`config.mk`:
```
export PLATFORM = sky130hd
export DESIGN_NAME = tea_front
export DESIGN_NICKNAME = d
export VERILOG_FILES = /design/src/rtl/core/tea_pkg.sv /design/src/rtl/core/tea_front.sv
export SDC_FILE = /design/constraint.sdc
export NUM_CORES = 1
export LEC_CHECK = 0
export BUFFER_PORTS_ARGS = -buffer_cell sky130_fd_sc_hd__buf_2
export CORE_UTILIZATION = 56
export CTS_CLUSTER_DIAMETER = 60
export DETAILED_ROUTE_END_ITERATION = 10
export MAX_ROUTING_LAYER = met4
export PLACE_DENSITY = 0.84
export SETUP_SLACK_MARGIN = 0.2
export SLEW_MARGIN = 20
export SYNTH_ARGS = -nofsm -noshare
export SYNTH_HDL_FRONTEND = slang
export SYNTH_SLANG_ARGS = --single-unit
```
`constraint.sdc`:
```
create_clock -name clk_i -period 8.15 [get_ports clk_i]
set_clock_uncertainty 0.1 [all_clocks]
set_input_delay 1.63 -clock clk_i [delete_from_list [all_inputs] [get_ports clk_i]]
set_output_delay 1.63 -clock clk_i [all_outputs]
set_load 0.02 [all_outputs]
```
`src/rtl/core/tea_pkg.sv`:
```
`default_nettype none

package tea_pkg;

  localparam logic [31:0] TEA_DELTA = 32'h9e3779b9;

  localparam int unsigned CFG_IDX_W = 3;
  localparam int unsigned KEY_WORDS = 4;

  localparam logic [CFG_IDX_W-1:0] REG_KEY_WORD0 = 3'd0;
  localparam logic [CFG_IDX_W-1:0] REG_KEY_WORD1 = 3'd1;
  localparam logic [CFG_IDX_W-1:0] REG_KEY_WORD2 = 3'd2;
  localparam logic [CFG_IDX_W-1:0] REG_KEY_WORD3 = 3'd3;

  typedef enum logic {
    CMD_ENCRYPT = 1'b0,
    CMD_DECRYPT = 1'b1
  } tea_cmd_e;

  typedef struct packed {
    tea_cmd_e    cmd;
    logic [31:0] y;
    logic [31:0] z;
    logic        last;
  } tea_word_t;

  typedef logic [KEY_WORDS-1:0][31:0] tea_key_t;

  typedef struct packed {
    logic adv;
    logic busy;
  } tea_bk_stat_t;

endpackage

`default_nettype wire

```
`src/rtl/core/tea_front.sv`:
```
`default_nettype none

module tea_front (
  input  logic                clk_i,
  input  logic                rst_ni,
  input  logic                in_valid_i,
  output logic                in_stall_o,
  input  logic                command_i,
  input  logic [31:0]         first_word_i,
  input  logic [31:0]         second_word_i,
  input  logic                last_block_i,
  input  logic                pop_i,
  output logic                head_valid_o,
  output tea_pkg::tea_word_t  head_o
);
  import tea_pkg::*;

  tea_word_t  mem_q [2];
  logic       wr_ptr_q, wr_ptr_d;
  logic       rd_ptr_q, rd_ptr_d;
  logic [1:0] cnt_q, cnt_d;
  logic       push, pop;
  tea_word_t  wr_word;

  always_comb begin
    wr_word.cmd  = command_i ? CMD_DECRYPT : CMD_ENCRYPT;
    wr_word.y    = first_word_i;
    wr_word.z    = second_word_i;
    wr_word.last = last_block_i;
  end

  assign in_stall_o   = cnt_q == 2'd2;
  assign head_valid_o = cnt_q != 2'd0;
  assign head_o       = mem_q[rd_ptr_q];
  assign push         = in_valid_i && !in_stall_o;
  assign pop          = pop_i && head_valid_o;

  always_comb begin
    wr_ptr_d = push ? ~wr_ptr_q : wr_ptr_q;
    rd_ptr_d = pop ? ~rd_ptr_q : rd_ptr_q;
    cnt_d    = cnt_q;
    if (push && !pop) begin
      cnt_d = cnt_q + 2'd1;
    end else if (pop && !push) begin
      cnt_d = cnt_q - 2'd1;
    end
  end

  always_ff @(posedge clk_i or negedge rst_ni) begin
    if (!rst_ni) begin
      wr_ptr_q <= 1'b0;
      rd_ptr_q <= 1'b0;
      cnt_q    <= 2'd0;
    end else begin
      wr_ptr_q <= wr_ptr_d;
      rd_ptr_q <= rd_ptr_d;
      cnt_q    <= cnt_d;
    end
  end

  always_ff @(posedge clk_i) begin
    if (push) begin
      mem_q[wr_ptr_q] <= wr_word;
    end
  end

endmodule

`default_nettype wire

```
Word level (Yosys, flattened, before mapping)
Memories as Yosys holds them, arrays and structs flattened.
Index checks and enable logic that the tools add are counted.
{"block": "classes", "multipliers": 0, "n_addsub": 2, "n_mux": 5, "n_div": 0, "n_shift": 0, "n_lt_le_gt_ge": 0, "bitwise_logic": 2, "reduce_logical": 9, "eq_ne": 1}
{"operator": "$logic_and 1x1->1", "count": 4}
{"operator": "$mux 2", "count": 2}
{"operator": "$reduce_bool 2->1", "count": 2}
{"operator": "$logic_not 1->1", "count": 3}
{"operator": "$mux 1", "count": 3}
{"operator": "$add 2x1->2 const B", "count": 1}
{"operator": "$eq 2x2->1 const B", "count": 1}
{"operator": "$not 1->1", "count": 2}
{"operator": "$sub 2x1->2 const B", "count": 1}
{"block": "totals", "mem_bits_ro": 0, "out_inout_bits": 68, "wordCells": 23, "ramBits": 132, "in_bits": 70, "mem_count": 1, "latch_bits": 0, "register_bits": 4}
{"memory": "mem_q", "depth": 2, "word_bits": 66, "read_ports": 1, "rd_ports_with_merged_regs": 0, "write_ports": 1, "line": "tea_front.sv:18", "text": "tea_word_t mem_q [2];"}

Depth between registers and ports, before layout
Gate-level depths: netlist of run 1.
{"block": "depth", "ltp_word": 7, "mapped_depth": 7, "ltp_nobuf": 7}

Least setup slack after synthesis of run 1
OpenSTA, ideal clock, no wires.
{"block": "synth_path", "path_kind": "input-to-reg", "startpoint": "in in_valid_i", "endpoint": "mem mem_q[0][0] (netlist bit) (enable)", "arrival_ns": 4.477, "stages": 2, "path_slack_ns": 3.082, "required_ns": 7.560, "path_cell_list": "nand2_1 -> nor2_1"}
{"block": "synth_via", "elab_chain_len": 3}
{"item": "start: declaration", "line": "tea_front.sv:6", "text": "input logic in_valid_i,"}
{"item": "$logic_and 1x1->1", "line": "tea_front.sv:35", "text": "assign push = in_valid_i && !in_stall_o;"}
{"item": "$mux 1", "line": "tea_front.sv:62", "text": "if (push) begin"}
{"item": "$mux 1 (not written as such)", "line": "tea_front.sv:63", "text": "mem_q[wr_ptr_q] <= wr_word;"}
{"item": "end: declaration", "line": "tea_front.sv:18"}
Every way passes these cells.

==> metrics, run 1 <==
status=complete, no violations; post-synthesis sequential area ratio=0.801; Power Total=2540 uW; Clock Tree Buf Depth=2; area added between synthesis and finish=26.9%; Critical Path Max Stage Delay=1100 ps; postcts setup bufs=0; GR Util All Layers=0.189; wire length per cell=17.3 um; min cycle time layout=around 4000 ps; placed cell count=between 400 and 500; core area=8760 sq um; share of cells above drive strength 1=0.614; Max Cap Viol=0; Pwr Density=between 300 and 400 nW/um^2; crit-path cells=mux2_2, buf_2; Nets=between 400 and 500; Clock Latency Late Sink=500 ps; initial antenna violation count=0; syn avg cell area=22.7 sq um; crit path max fanout=67; main flop type after synthesis=edfxtp_1; Die X=97.2 um; routability cong.=0.671; Logic pwr share=0.289; leakage=0.00254 uW; hold_buf cts=0; Netlist cell types=16; fin. max-slew vios=0; Critical Path Sink Type=output pin; Die Height=around 97 um; Mapped Area=5070 sq um; number of buffers created by CTS=17; Die Area=between 9000 and 10000 sq um; Seq pwr share=0.423; CTS clk-pin slew, worst paths=around 50 ps; fmax=0.249 GHz; period utilisation layout=0.493; H-tree depth=4; area share of the largest cell type after synthesis=0.781; router iterations before antenna repair=4; Crit Reg-Reg Startpoint=cnt_q[0]; hold crit path type=reg -> reg; fin area=6440 sq um; first-pass GRT wire length=12600 um; post-CTS sizing=0; syn nets=295; CTS tree=yes; min-delay src=cnt_q[1]; RSZ-0062 raised after global routing=no; final antenna-violating net count=0; slowest stage cell, crit path=dfrtp_4; Post-Layout Cell Count=494; Setup Total Neg Slack=0 ps; CP arrival=2280 ps; Final Hold Violating Endpoints=0; final core utilization=0.734; Ports=138; clock group share of total power=0.288; WP data required=roughly 6400 ps; Synth Instances=224; critical path class=reg -> out; crit start category=flip-flop; Routed WL=8550 um; Critical path origin=rd_ptr_q; pin count of the biggest net entering global routing=68; switching part of the total power=0.309; Initial Util=0.579; via count=2545; switching power total=786 uW; placed cell areas=5860 sq um; EDFF count, synth=132; Synth area leader=edfxtp_1; worst rel slew slack=0.298; number of diodes=0; register bit count reported by yosys=~140; vias in the first global route=2574; Core Rows=34; initial DRC count=159; most frequent cells after synthesis=edfxtp_1, mux2_2, mux2_4, dfrtp_1; worst-margin pin slew=1050 ps; port bufs=around 140; DP HPWL=5250 um; Post-synth ARST share=0.0294; top-count cell post-synth=edfxtp_1; Synth area leaders=edfxtp_1, mux2_4, mux2_2; GRT overflow=0; VDD IR-drop max=0.000286 V; Ys Warns=0; P_int=1760 uW; Final Setup Violations=0; vias per std cell=around 5.2; CTS Sinks=between 100 and 150; DRC=0; root buf cell=clkbuf_8
per-stage QoR:
stage	hold WS (ps)	worst slack, ps
3_5_place_dp	396	4550
6_report	404	4140
5_1_grt	419	4070
3_3_place_gp	379	4640
4_1_cts	412	4120
2_1_floorplan	356	3080
power by group through the flow:
stage	logic [uW]	registers, uW	clock network [uW]
after detailed placement	742	1090	0
after CTS	746	1080	743
after floorplan	607	1010	0
final	736	1080	731
after global placement	731	1080	0
after global routing	775	1100	767
registers in the layout, summed over array words and instances (netlist names):
register and flops:
mem_q 132, cnt_q 2, rd_ptr_q 1, wr_ptr_q 1
logic make-up (layout without fill, tap and decap cells):
logic type,after synthesis,count (layout),share of synthesized area
simple gates,7,7,0.00666
xor+xnor,5,5,0.00863
fa+ha+maj,1,1,0.00247
mux,66,66,0.169
flops,136,136,0.801
buf+inv,9,171,0.0126
layer usage:
layer | track usage | part of all wire
met5 | - | 0
met4 | 0.0769 | 0.0063
met3 | 0.0647 | 0.072
met2 | 0.307 | 0.52
met1 | 0.217 | 0.40
layout make-up:
class	count	area, sq um
fill	569	2330
clock buffer	18	418
tap	108	135
sequential	136	4070
inverter	2	7.51
clock inverter	13	156
timing repair buffer	138	693
multi-input combinational	79	958
worst max-delay path, delay by kind of cell, from the launching register on:
kind                   cells  cell delay (ps)
DFF                        1             1100
muxes                      1              450
buffers and inverters      1              170
worst paths after layout:
kind / end / slack, ps / depth (start not counted)
min in group asynchronous: wr_ptr_q / 830 / 1
worst max-delay path: head_o[60] / 4140 / 2
max in group asynchronous: rd_ptr_q / 6980 / 1
worst min-delay path: cnt_q[1] / 400 / 1
worst max register to register: mem_q[0][12] / 5680 / 4
worst min register to register: cnt_q[1] / 400 / 1
cell usage in the layout, fill, tap and decap left out:
cell type,Yosys,routed
buf_2,3,137
edfxtp_1,132,132
mux2_2,36,36
mux2_4,30,30
clkbuf_16,0,16
clkinv_2,0,4
clkinv_4,0,4
xnor2_1,3,3
bufinv_16,0,3
dfrtp_1,4,3
inv_1,2,2
nand2_1,2,2
xor2_1,2,2
nand2b_1,1,1
or2_2,1,1
and3_4,0,1
nor2_4,0,1
nor2_1,2,1
ha_1,1,1
clkbuf_8,0,1
clkinv_1,0,1
clkinvlp_4,0,1
clkbuf_1,0,1
buf_4,1,1
dfrtp_4,0,1
Power figures use the tool's default switching activity.
==> inputs of run 2 (changes only) <==
CORE_UTILIZATION = 47   (was 56)
PLACE_DENSITY = 0.76   (was 0.84)
clock period = 3.3 ns   (was 8.15 ns; I/O delays follow)
==> run 2 against run 1 <==
First-iteration DRC count down 30%. Register-to-register slack worse by 4400 ps. Via count up 0.51%. Sequential power up 130%. Die area up 19%. Non-clock buffer count up 5. Combinational power rose to 2.7 times the previous value. Cell area up 1.7%. Setup slack worse by 3600 ps. Largest power group unchanged.
==> metrics, run 2 (synthesized netlist as in run 1, its figures left out) <==
port bufs=137 (unchanged); final core utilization=0.628 (-0.106); postcts setup bufs=0 (unchanged); Top Family by Delay on Critical Path=flip-flops; crit-path cells=buf_4, mux2_2, buf_2; router iterations before antenna repair=4 (unchanged); worst rel slew slack=0.658 (+0.361); Logic pwr share=0.317 (+0.028); Pwr Density=967 nW/um^2 (+140%); pin count of the biggest net entering global routing=52 (-24%); Ports=138 (unchanged); Critical Path Sink Type=output pin; core area=10400 sq um (+19%); initial DRC count=112 (-30%); crit start category=flip-flop; leakage=0.00257 uW (+1.2%); biggest regs=mem_q (132), cnt_q (2); wire length per cell=16.0 um (-7.5%); clock group share of total power=0.285 (-0.003); CP arrival=2050 ps (-230 ps); Die Height=106 um (+9.0%); hold_buf cts=1 (+1); post-CTS sizing=0 (unchanged); Initial Util=0.487 (-0.0919); VDD IR-drop max=0.000532 V (+86%); flip-flop count of the largest register after layout=132 (unchanged); H-tree depth=4 (unchanged); first-pass GRT wire length=12900 um (+2.2%); Final Hold Violating Endpoints=0 (unchanged); Setup Total Neg Slack=0 ps (unchanged); RSZ-0062 raised after global routing=no; Max Cap Viol=0 (unchanged); Buf+Inv Stages, Crit Path=2 (+1); vias in the first global route=2672 (+3.8%); Die X=106 um (+9.0%); R2R setup slack=1300 ps (-4380 ps); status=complete, no violations; Seq pwr share=0.398 (-0.025); CTS clk-pin slew, worst paths=60 ps (about the same); via count=2558 (+0.51%); switching power total=1950 uW (+150%); placed cell areas=5960 sq um (+1.7%); number of diodes=0 (unchanged); Die Area=11200 sq um (+19%); final antenna-violating net count=0 (unchanged); Final Setup Violations=0 (unchanged); slowest stage cell, crit path=dfrtp_4; P_int=4380 uW (+150%); commonest non-fill, non-tap cell in the layout=buf_2; Post-Layout Cell Count=528 (+6.9%); fin. max-slew vios=0 (unchanged); share of cells above drive strength 1=0.615 (+0.000806); DP HPWL=5580 um (+6.3%); routability cong.=0.726 (+8.1%); crit path max fanout=22 (-67%); fmax=0.356 GHz; critical path class=reg -> out; GR Util All Layers=0.161 (-0.0278); hold crit path type=in -> reg; switching part of the total power=0.308 (-0.000821); GRT overflow=0 (unchanged); placed cell count=495 (+6.9%); DRC=0 (unchanged); WP data required=2540 ps (-3880 ps); Clock Latency Late Sink=510 ps (about the same); Core Rows=37 (+8.8%); Critical Path Max Stage Delay=620 ps (-480 ps); number of buffers created by CTS=17 (unchanged); CTS tree=yes; vias per std cell=4.84 (-6.0%); root buf cell=clkbuf_8; Routed WL=8450 um (-1.1%); CTS Sinks=136 (unchanged); Reg with most FFs=mem_q; worst-margin pin slew=511 ps (-542 ps); Nets=450 (+1.1%); area added between synthesis and finish=29.0%; period utilisation layout=0.852; min cycle time layout=2810 ps; Clock Tree Buf Depth=2 (unchanged); fin area=6550 sq um (+1.7%); initial antenna violation count=0 (unchanged); most frequent cells in the layout=buf_2, edfxtp_1, mux2_2
-- run 2: per-layer routing --
layer / vias to the layer above / part of all wire / global-route usage
met5: - / 0 / -
met4: 0 / 0.010 / 0.0704
met3: 12 / 0.051 / 0.0497
met2: 97 / 0.52 / 0.267
met1: 1258 / 0.41 / 0.182
li1: 1191 / - / -
-- run 2: power by group through the flow --
stage,clock network (uW),registers (uW),logic [uW]
CTS,1840,2530,2040
detailed placement,0,2560,2030
finish,1800,2520,2000
global placement,0,2540,2000
global route,1900,2560,2130
floorplan,0,2490,1500
-- run 2: final timing paths --
path,from,to,depth (start not counted)
min in group asynchronous,rst_ni,cnt_q[0],2
hold / removal,first_word_i[25],mem_q[0][58],1
hold reg to reg,cnt_q[1],cnt_q[1],1
setup / recovery,rd_ptr_q,head_o[9],3
setup reg to reg,cnt_q[0],mem_q[0][45],4
max in group asynchronous,rst_ni,rd_ptr_q,2
-- run 2: final cells by class --
class                           count  area, sq um
Timing Repair Buffer              143          771
Fill cell                         762         3870
Clock inverter                     14          158
Multi-Input combinational cell     79          955
Tap cell                          136          170
Sequential cell                   136         4070
Clock buffer                       18          418
Inverter                            2         7.51
-- run 2: stage by stage --
stage / total power, uW / hold slack, ps / setup slack [ps]
final: 6330 / 237 / 489
after global routing: 6590 / 212 / 387
after CTS: 6400 / 208 / 442
after detailed placement: 4590 / 370 / 1010
after global placement: 4540 / 368 / 1030
after floorplan: 3990 / 264 / 307
==> inputs of run 3 (changes only) <==
CORE_MARGIN = 2   (was unset)
CTS_CLUSTER_DIAMETER = unset   (was 60)
==> run 3 against run 2 <==
Critical path depth is the same. Sequential share of layout area grew 0.73 points. Global-route usage shrank 0.20 points. Setup slack lost 68 ps. Flip-flop and latch count is the same. Die area grew 3.8%. Final cell count grew 0.38%. Core utilization shrank 0.73 points. Register-to-register slack gained 90 ps. Worst hold slack lost 2.4 ps. Combinational power is essentially flat. Highest routed layer unchanged.
==> metrics, run 3 (synthesized netlist as in run 1, its figures left out) <==
status=complete, no violations; vias per std cell=4.87 (+0.52%); Die Area=11600 sq um (+3.8%); root buf cell=clkbuf_8; worst hold slack=235 ps (-2.37 ps); initial DRC count=101 (-9.8%); GRT overflow=0 (unchanged); Initial Util=0.487 (unchanged); switching part of the total power=0.314 (+0.00544); min cycle time layout=2880 ps (+68.2 ps); Clock Tree Buf Depth=2 (unchanged); switching power total=1920 uW (-1.4%); Max Cap Viol=0 (unchanged); fin. max-slew vios=0 (unchanged); fmax=0.347 GHz (-2.4%); Logic pwr share=0.321 (+0.004); Die X=108 um (+1.9%); most frequent cells in the layout=buf_2, edfxtp_1, mux2_2; share of cells above drive strength 1=0.606 (-0.00920); Core Rows=37 (unchanged); crit path max fanout=25 (+14%); flip-flop count of the largest register after layout=132 (unchanged); clock group share of total power=0.263 (-0.022); Seq pwr share=0.416 (+0.018); Routed WL=8420 um (-0.40%); Reg with most FFs=mem_q; worst rel slew slack=0.381 (-0.277); Ports=138 (unchanged); first-pass GRT wire length=13200 um (+1.9%); wire length per cell=15.9 um (-0.78%); routability cong.=0.682 (-6.1%); core area=10400 sq um (unchanged); area added between synthesis and finish=27.5%; commonest non-fill, non-tap cell in the layout=buf_2; Clock Latency Late Sink=500 ps (about the same); port bufs=137 (unchanged); Critical Path Sink Type=output pin; Die Height=108 um (+1.9%); WP data required=2540 ps (about the same); initial antenna violation count=1 (+1); vias in the first global route=2730 (+2.2%); Final Hold Violating Endpoints=0 (unchanged); Nets=451 (+0.22%); number of buffers created by CTS=17 (unchanged); VDD IR-drop max=0.000468 V (-12%); DP HPWL=5510 um (-1.4%); worst-margin pin slew=928 ps (+417 ps); critical path class=reg -> out; P_int=4210 uW (-3.9%); crit start category=flip-flop; fill count=774 (+1.6%); Final Setup Violations=0 (unchanged); RSZ-0062 raised after global routing=no; biggest regs=mem_q (132), cnt_q (2); final antenna-violating net count=0 (unchanged); Setup Total Neg Slack=0 ps (unchanged); pin count of the biggest net entering global routing=67 (+29%); hold crit path type=in -> reg; router iterations before antenna repair=4 (unchanged); Pwr Density=948 nW/um^2 (-2.0%); leakage=0.00254 uW (-1.2%); via count=2581 (+0.90%); H-tree depth=4 (unchanged); DRC=0 (unchanged); period utilisation layout=0.873 (+0.0207); CTS tree=yes; CTS clk-pin slew, worst paths=60 ps (about the same); CTS Sinks=136 (unchanged); GR Util All Layers=0.159 (-0.00201); CP arrival=2120 ps (+70 ps)
## run 3: changes by cell type in the layout (fill, tap and decap cells not counted)
cell,change
clkinv_2,+1
and3_4,+1
clkinvlp_4,-1
and3_2,-1
diode_2,+1
bufinv_16,-2
clkinv_1,+2
buf_4,+3
clkinv_4,-2
clkbuf_1,+2
buf_12,-2
## run 3: power by group through the flow
stage / registers (uW) / logic, uW / clock network [uW]
finish: 2550 / 1970 / 1610
global placement: 2570 / 1970 / 0
detailed placement: 2590 / 2000 / 0
floorplan: 2490 / 1500 / 0
CTS: 2550 / 2000 / 1650
global route: 2600 / 2100 / 1730
## run 3: final timing paths
check / start / endpoint / slack [ps] / cells after the start
max: rd_ptr_q / head_o[12] / 420 / 3
min: last_block_i / mem_q[1][0] / 230 / 1
max reg2reg: cnt_q[0] / mem_q[1][33] / 1390 / 2
min reg2reg: cnt_q[1] / cnt_q[1] / 420 / 1
max in group asynchronous: rst_ni / rd_ptr_q / 2570 / 2
min in group asynchronous: rst_ni / rd_ptr_q / 390 / 2
## run 3: final cells by class
| class | instances | area, sq um | area share |
|---|---|---|---|
| inverters | 2 | 7.51 | 0.00116 |
| multi-input cells | 79 | 958 | 0.148 |
| clock inverters | 12 | 85.1 | 0.0132 |
| repair buffers | 144 | 753 | 0.116 |
| clock buffers | 20 | 425 | 0.0658 |
| diodes | 1 | 2.50 | 0.000387 |
| flip-flops and latches | 136 | 4070 | 0.629 |
| well taps | 136 | 170 | 0.0263 |
## run 3: through the flow
step	utilization	worst slack [ps]	cell area [sq um]	std cells	total power [uW]
global placement	0.571	970	5950	496	4540
detailed placement	0.571	935	5950	496	4590
CTS	0.621	380	6470	529	6210
floorplan	-	307	5080	224	3990
finish	0.621	420	6470	530	6130
global route	0.621	319	6470	530	6430
## run 3: repair_timing
item                                    in CTS  in global routing
resized for setup                            0                  0
endpoints found under the hold margin        4                  0
endpoints found under the setup margin       0                  0
hold buffers                                 1                  0
setup buffers                                0                  0
## run 3: worst max-delay path: stages, from the launching register on
cell and delay [ps]:
dfrtp_4 710, buf_4 350, mux2_2 370, buf_2 160
## run 3: per-layer routing
| layer | share of wire | routed length (um) | up-vias | track usage |
|---|---|---|---|---|
| met2 | 0.51 | 4270 | 103 | 0.261 |
| li1 | - | - | 1199 | - |
| met1 | 0.41 | 3470 | 1270 | 0.183 |
| met4 | 0.011 | 96 | 0 | 0.0687 |
| met3 | 0.069 | 583 | 9 | 0.0478 |
| met5 | 0 | 0 | - | - |
